**src/design/s5cr_pkg.sv**
```systemverilog
// Shared types, codes and constants for the SOCKS5 connect request parser.
// No dependencies.
`timescale 1ns / 1ps
`default_nettype none

package s5cr_pkg;

    // Wire codes of the ATYP byte
    localparam logic [7:0] ATYP_IPV4   = 8'd1;
    localparam logic [7:0] ATYP_DOMAIN = 8'd3;
    localparam logic [7:0] ATYP_IPV6   = 8'd4;

    // Frame layout
    localparam logic [8:0] POS_MAX        = 9'd511;
    localparam logic [8:0] POS_TYPE       = 9'd3;
    localparam logic [8:0] POS_NAME_LEN   = 9'd4;
    localparam logic [9:0] ADDR_START     = 10'd4;
    localparam logic [9:0] NAME_START     = 10'd5;
    localparam logic [9:0] IPV4_ADDR_LEN  = 10'd4;
    localparam logic [9:0] IPV6_ADDR_LEN  = 10'd16;
    localparam logic [9:0] MIN_LEN        = 10'd4;
    localparam logic [9:0] MIN_DOMAIN_LEN = 10'd5;
    localparam logic [9:0] IPV4_FRAME_LEN = 10'd10;
    localparam logic [9:0] IPV6_FRAME_LEN = 10'd22;
    localparam logic [9:0] DOMAIN_FIXED   = 10'd7;   // header, length byte, port

    // Result queue
    localparam int QUEUE_DEPTH = 4;
    localparam int QPTR_W      = $clog2(QUEUE_DEPTH);
    localparam int QCNT_W      = $clog2(QUEUE_DEPTH + 1);

    typedef enum logic [1:0] {
        ADDR_UNKNOWN = 2'd0,
        ADDR_IPV4    = 2'd1,
        ADDR_DOMAIN  = 2'd2,
        ADDR_IPV6    = 2'd3
    } t_addr_type;

    typedef enum logic [1:0] {
        ST_OK        = 2'd0,
        ST_SHORT     = 2'd1,
        ST_BAD_TYPE  = 2'd2,
        ST_LEN_MISMATCH = 2'd3
    } t_status;

    typedef enum logic {
        KIND_ADDR    = 1'b0,
        KIND_SUMMARY = 1'b1
    } t_kind;

    typedef struct packed {
        logic [7:0] data_byte;
        logic       frame_end;
    } t_req;

    typedef struct packed {
        logic        result_kind;
        logic [7:0]  address_byte;
        logic [7:0]  address_index;
        logic [1:0]  address_type;
        logic [15:0] dest_port;
        logic [1:0]  frame_status;
        logic        last_of_run;
    } t_res;

    function automatic t_addr_type map_type(input logic [7:0] code);
        t_addr_type at;
        case (code)
            ATYP_IPV4:   at = ADDR_IPV4;
            ATYP_DOMAIN: at = ADDR_DOMAIN;
            ATYP_IPV6:   at = ADDR_IPV6;
            default:     at = ADDR_UNKNOWN;
        endcase
        return at;
    endfunction

endpackage

`default_nettype wire

```
**src/design/socks5_connect_request_parser.sv**
```systemverilog
// Top level of the SOCKS5 connect request parser: byte tracking and result queue.
// Depends on s5cr_pkg.
`timescale 1ns / 1ps
`default_nettype none

// Parses a SOCKS5 connect request (VER, CMD, RSV, ATYP, address, port) that
// arrives one byte per transaction, frame_end flagging the last byte. Every
// destination address byte comes out as an address result with its index in
// the address; the last byte of the frame also yields a summary with the
// address type, the big-endian port and a status (ok, too short, unknown type,
// length mismatch). When the last byte is itself an address byte, the address
// result comes first. While o_ready is high the block takes one byte per cycle:
// the byte is decoded in the cycle it is accepted and its zero, one or two
// results are written into a four-entry result queue, which drains one result
// per cycle while i_ready is high. Input ready is held low only while the
// queue has fewer than two free entries, so a frame streams at one byte per
// cycle while output keeps up; a frame-ending address byte gives two results.
// Version and command bytes are not checked. The byte counter saturates at 511.
module socks5_connect_request_parser (
    input  wire              i_clk,
    input  wire              i_rst_n,
    input  wire              i_valid,
    output logic             o_ready,
    input  wire s5cr_pkg::t_req i_req,
    output logic             o_valid,
    input  wire              i_ready,
    output s5cr_pkg::t_res   o_res
);
    import s5cr_pkg::*;

    // Frame state
    logic [8:0] r_pos, n_pos;
    logic [7:0] r_type, n_type;
    logic [7:0] r_nlen, n_nlen;
    logic [7:0] r_port_hi, n_port_hi;
    logic [7:0] r_port_lo, n_port_lo;

    // Result queue
    t_res              r_q [QUEUE_DEPTH];
    logic [QPTR_W-1:0] r_wptr, r_rptr;
    logic [QCNT_W-1:0] r_cnt, n_cnt;

    logic       in_acc, out_acc;
    logic [7:0] tc_eff, nl_eff, ph_eff, pl_eff;
    logic [9:0] pos10, addr_start, addr_len, port_at, frame_len, expect_len;
    logic       has_addr, in_addr_range;
    t_addr_type sum_type;
    t_status    sum_status;
    t_res       addr_res, sum_res;
    logic [QCNT_W-1:0] n_writes;

    assign in_acc  = i_valid && o_ready;
    assign out_acc = o_valid && i_ready;

    // Two free slots guarantee room for the worst case of two results.
    assign o_ready = (r_cnt <= QCNT_W'(QUEUE_DEPTH - 2));
    assign o_valid = (r_cnt != '0);
    assign o_res   = r_q[r_rptr];

    // Byte decode
    always_comb begin
        pos10  = {1'b0, r_pos};
        tc_eff = (r_pos == POS_TYPE) ? i_req.data_byte : r_type;
        nl_eff = (r_pos == POS_NAME_LEN && tc_eff == ATYP_DOMAIN) ? i_req.data_byte : r_nlen;

        addr_start = ADDR_START;
        addr_len   = '0;
        if (pos10 >= ADDR_START) begin
            case (tc_eff)
                ATYP_IPV4:   addr_len = IPV4_ADDR_LEN;
                ATYP_IPV6:   addr_len = IPV6_ADDR_LEN;
                ATYP_DOMAIN: begin
                    addr_start = NAME_START;
                    addr_len   = {2'b00, nl_eff};
                end
                default:     addr_len = '0;
            endcase
        end
        port_at = addr_start + addr_len;

        ph_eff        = r_port_hi;
        pl_eff        = r_port_lo;
        in_addr_range = 1'b0;
        if (addr_len != '0 || (tc_eff == ATYP_DOMAIN && pos10 >= NAME_START)) begin
            if (pos10 >= addr_start && pos10 < port_at) begin
                in_addr_range = 1'b1;
            end else if (pos10 == port_at) begin
                ph_eff = i_req.data_byte;
            end else if (pos10 == port_at + 10'd1) begin
                pl_eff = i_req.data_byte;
            end
        end
        has_addr = in_addr_range;

        // Frame summary
        frame_len  = pos10 + 10'd1;
        sum_type   = (frame_len >= MIN_LEN) ? map_type(tc_eff) : ADDR_UNKNOWN;
        expect_len = DOMAIN_FIXED + {2'b00, nl_eff};
        case (sum_type)
            ADDR_IPV4:   expect_len = IPV4_FRAME_LEN;
            ADDR_IPV6:   expect_len = IPV6_FRAME_LEN;
            default:     expect_len = DOMAIN_FIXED + {2'b00, nl_eff};
        endcase
        if (frame_len < MIN_LEN) begin
            sum_status = ST_SHORT;
        end else if (sum_type == ADDR_UNKNOWN) begin
            sum_status = ST_BAD_TYPE;
        end else if (sum_type == ADDR_DOMAIN && frame_len < MIN_DOMAIN_LEN) begin
            sum_status = ST_SHORT;
        end else if (frame_len == expect_len) begin
            sum_status = ST_OK;
        end else begin
            sum_status = ST_LEN_MISMATCH;
        end

        addr_res.result_kind   = KIND_ADDR;
        addr_res.address_byte  = i_req.data_byte;
        addr_res.address_index = 8'(pos10 - addr_start);
        addr_res.address_type  = map_type(tc_eff);
        addr_res.dest_port     = '0;
        addr_res.frame_status  = ST_OK;
        addr_res.last_of_run   = !i_req.frame_end;

        sum_res.result_kind   = KIND_SUMMARY;
        sum_res.address_byte  = '0;
        sum_res.address_index = '0;
        sum_res.address_type  = sum_type;
        sum_res.dest_port     = (sum_status == ST_OK) ? {ph_eff, pl_eff} : 16'd0;
        sum_res.frame_status  = sum_status;
        sum_res.last_of_run   = 1'b1;

        n_writes = QCNT_W'(has_addr) + QCNT_W'(i_req.frame_end);
    end

    // Next frame state
    always_comb begin
        n_pos     = r_pos;
        n_type    = r_type;
        n_nlen    = r_nlen;
        n_port_hi = r_port_hi;
        n_port_lo = r_port_lo;
        if (in_acc) begin
            if (i_req.frame_end) begin
                n_pos     = '0;
                n_type    = '0;
                n_nlen    = '0;
                n_port_hi = '0;
                n_port_lo = '0;
            end else begin
                n_pos     = (r_pos < POS_MAX) ? r_pos + 9'd1 : r_pos;
                n_type    = tc_eff;
                n_nlen    = nl_eff;
                n_port_hi = ph_eff;
                n_port_lo = pl_eff;
            end
        end
        n_cnt = r_cnt + (in_acc ? n_writes : '0) - QCNT_W'(out_acc);
    end

    always_ff @(posedge i_clk) begin
        if (!i_rst_n) begin
            r_pos     <= '0;
            r_type    <= '0;
            r_nlen    <= '0;
            r_port_hi <= '0;
            r_port_lo <= '0;
            r_cnt     <= '0;
            r_wptr    <= '0;
            r_rptr    <= '0;
        end else begin
            r_pos     <= n_pos;
            r_type    <= n_type;
            r_nlen    <= n_nlen;
            r_port_hi <= n_port_hi;
            r_port_lo <= n_port_lo;
            r_cnt     <= n_cnt;
            if (in_acc) begin
                r_wptr <= r_wptr + QPTR_W'(n_writes);
            end
            if (out_acc) begin
                r_rptr <= r_rptr + QPTR_W'(1);
            end
        end
    end

    // Queue storage, no reset needed
    always_ff @(posedge i_clk) begin
        if (in_acc) begin
            if (has_addr) begin
                r_q[r_wptr] <= addr_res;
            end
            if (i_req.frame_end) begin
                r_q[has_addr ? r_wptr + QPTR_W'(1) : r_wptr] <= sum_res;
            end
        end
    end

    // Checks
    a_cnt_bound: assert property (@(posedge i_clk) disable iff (!i_rst_n)
        r_cnt <= QCNT_W'(QUEUE_DEPTH))
        else $error("result queue count out of range");

    a_frame_restart: assert property (@(posedge i_clk) disable iff (!i_rst_n)
        (in_acc && i_req.frame_end) |=> (r_pos == '0 && r_type == '0))
        else $error("frame state not cleared after frame end");

    a_pos_saturate: assert property (@(posedge i_clk) disable iff (!i_rst_n)
        (r_pos == POS_MAX && !(in_acc && i_req.frame_end)) |=> (r_pos == POS_MAX))
        else $error("byte position left saturation");

    a_stall_full: assert property (@(posedge i_clk) disable iff (!i_rst_n)
        !o_ready |-> (r_cnt > QCNT_W'(QUEUE_DEPTH - 2)))
        else $error("input stalled with queue room");

endmodule

`default_nettype wire
```
**config.mk**
```make
export PLATFORM = sky130hd
export DESIGN_NAME = socks5_connect_request_parser
export DESIGN_NICKNAME = d
export VERILOG_FILES = /design/src/design/s5cr_pkg.sv /design/src/design/socks5_connect_request_parser.sv
export SDC_FILE = /design/constraint.sdc
export NUM_CORES = 1
export LEC_CHECK = 0
export BUFFER_PORTS_ARGS = -buffer_cell sky130_fd_sc_hd__buf_2
export CAP_MARGIN = 25
export CORE_ASPECT_RATIO = 1.4
export CORE_MARGIN = 2
export CORE_UTILIZATION = 50
export DETAILED_ROUTE_END_ITERATION = 16
export PLACE_DENSITY = 0.65
export RECOVER_POWER = 25
export SYNTH_ARGS = -nofsm -noshare
export SYNTH_HDL_FRONTEND = slang
export SYNTH_SLANG_ARGS = --single-unit
```
**constraint.sdc**
```tcl
create_clock -name i_clk -period 19.4 [get_ports i_clk]
set_clock_uncertainty 0.2 [all_clocks]
set_input_delay 3.88 -clock i_clk [delete_from_list [all_inputs] [get_ports i_clk]]
set_output_delay 3.88 -clock i_clk [all_outputs]
set_load 0.1 [all_outputs]
```
==> results.cfg <==
[global_route]
grt_usage_pct = 27.0
overflow = 0
grt_pass1_wl_um = 48800
grt_pass1_vias = 8523
antenna_found_initial = 0
grt_max_degree = 39

[job]
drv_cap = 3

[worst_setup_path]
startpoint_type = input port
r2r-start = r_pos[0]
path_class = input port to register
reg2reg_depth = 19
endpoint = r_q[2][3]
critPathLaunch = i_req[6]
r2r_end = r_q[2][3]
worstPathMaxFanout = 24
r2r_slack_ps = 10260
endpoint_kind = register
crit_required_ps = 19520
arrival_ps = 12030

[synthesis]
seq_area_frac_synth_pct = 43.4
synth.distinct_cells = 80
syn_nets = 1200
synth_area_um2 = 11200
synthFlopType = dfxtp_1
synth.top_cell.area_share_pct = 21.9
synth_area_leaders = dfxtp_1 22%, edfxtp_1 22%, mux4_2 7.7%
yosysTopAreaCell = dfxtp_1
ys_warn_count = 0
ys_top_cells_by_count = 157 x nand2_1, 146 x nor2_1, 122 x dfxtp_1
async_reset_ff_share_pct = 0
synth_edf_count = 80
synth_seq_cells = 202
synth_most_common_cell = nand2_1
syn_avg_cell_area_um2 = 9.63
syn_inst = 1159

[routing]
wl_per_cell_um = 21.4
avgViaCountPerCell = 6.02
drcViolationCount = 0
wl_met1_um = 12500
antenna_left = 0
met2_length_um = 15900
first_pass_iters = 5
wl_met3_um = 1660
drt_iter0_drc = 651
routed.top_layer = met4
vias = 8870
totalWireLength_um = 31500

[clock_tree]
clock_latency_ps = 490
cts_sinks = 202
clk_path_buf_depth = 3
cts-resized-gates = 0
cts_tree = yes
root_buffer = clkbuf_16
numCtsBuffers = 20
cts_post_setup_buffers_inserted = 0
htree_levels = 1
clkTransAtPathRegs_ps = 60
holdBufCountCts = 0

[floorplanning]
die_y_um = 181
design.core.area_um2 = 21900
dieWidth_um = 130
initial_core_util_pct = 51.1
die_area_um2 = 23600
top_level_ports = 53
rows = 64

[sta]
fin_crit_sh_pct = 61.4
slew_headroom_pct = -161
fmax_mhz = 83.9
tns_ps = 0
worstMarginPinSlew_ps = 3870
drv_slew = 100
fin_crit_ps = 11910
setup_violations = 0
rsz0062_at_grt = false
finalHoldViolCount = 0
hold_slack_ps = 246

[cells_and_area]
nets = 1204
multiInputGateArea_um2 = 5870
utilization_pct = 55.3
n_antenna_cell = 0
register_area_um2 = 4850
fill_cells = 2041
area_growth_pct = 8.27
drive_gt1_share_pct = 10.2

[power_and_ir_drop]
leakage_nw = 4.09
p_per_area_nw_per_um2 = 94.2
vdd_drop_max_v = 0.0000667

[placement]
dp_hpwl_um = 22300
gp_congestion = 0.941
port_buffers = 52

[status]
status = complete, but fails checks
violations = max-capacitance violations, max-slew violations

[min_path]
hold_class = register to register
-- cell families (layout without fill, tap and decap cells) --
kind of cell	Yosys count	count (layout)	share of synthesized area, %
AO/OA/AOI/OAI	214	214	12.2
XOR/XNOR	53	53	4.43
adder cells (fa/ha/maj)	28	28	3.21
buffers and inverters	100	118	3.82
flip-flops	202	202	43.4
multiplexers	75	75	11.4
AND/OR/NAND/NOR	487	487	21.5
-- per-layer routing --
metal | global-route usage (%) | up-vias
li1 | - | 4177
met1 | 34.4 | 4291
met2 | 45.7 | 321
met3 | 3.02 | 81
met4 | 12.0 | 0
met5 | 0 | -
-- layout make-up --
type                       count  share of cell area, %
clock buffer                  28                   4.58
clock inverter                 8                  0.580
inverter                      18                  0.559
multi-input combinational    857                   48.6
sequential                   202                   40.1
tap                          297                   3.07
timing repair buffer          64                   2.51
-- layout by cell type, fill, tap and decap left out, drive strengths merged, types with 18 or more instances in the layout --
cell,count
nor3,19
ha,27
dfxtp,122
mux4,38
nand2,157
a22oi,26
a21oi,87
buf,20
xnor2,29
mux2i,33
clkbuf,72
xor2,22
nand3,49
inv,18
edfxtp,80
o21ai,34
nor2,148
-- critical path, cell delays in order --
cell	delay [ps]
clkbuf_1	320
nor4_1	580
nand2_1	210
mux2_1	430
o21ai_0	300
and2_0	270
nor2_1	70
ha_1	240
ha_1	310
nor2_1	180
and3_1	190
o31ai_1	80
a211o_1	350
nor4_1	300
xnor2_1	160
and3_1	220
o21ai_0	2850
mux2i_1	780
nor2_1	280
-- power by group --
group	total (W)	internal, W	switching [W]
clock network	0.000373	0.000213	0.000160
registers	0.000465	0.000455	0.00000912
logic	0.000301	0.0000690	0.000232
total	0.00114	0.000738	0.000401
-- state kept, by name (all words and copies together), names as in the netlist, named ones only --
| signal | flops |
|---|---|
| r_q | 152 |
| r_pos | 9 |
| r_port_hi | 8 |
| r_port_lo | 8 |
| r_rptr | 2 |
| r_nlen | 8 |
| r_wptr | 2 |
| r_type | 8 |
| r_cnt | 3 |
-- worst min path at each step --
stage                     slack, ps  cells past startpoint          to  startpoint
after floorplan                 220                      1  r_q[2][37]  r_q[2][37]
after global placement          230                      1  r_q[2][37]  r_q[2][37]
after detailed placement        230                      1  r_q[2][37]  r_q[2][37]
after CTS                       250                      1  r_q[2][37]  r_q[2][37]
after global routing            260                      2  r_q[0][28]  r_q[0][28]
final                           250                      1  r_q[2][37]  r_q[2][37]
-- through the flow --
stage               power (W)  instances  worst slack, ps  cell area (µm²)
floorplan            0.000725       1159             9900            11200
global route          0.00118       1474             6860            12100
CTS                   0.00115       1473             8970            12200
global placement     0.000778       1436             8680            11500
finish                0.00114       1474             7490            12100
detailed placement   0.000781       1437             8470            11500
Note: power is estimated with default switching activity, not from simulation.
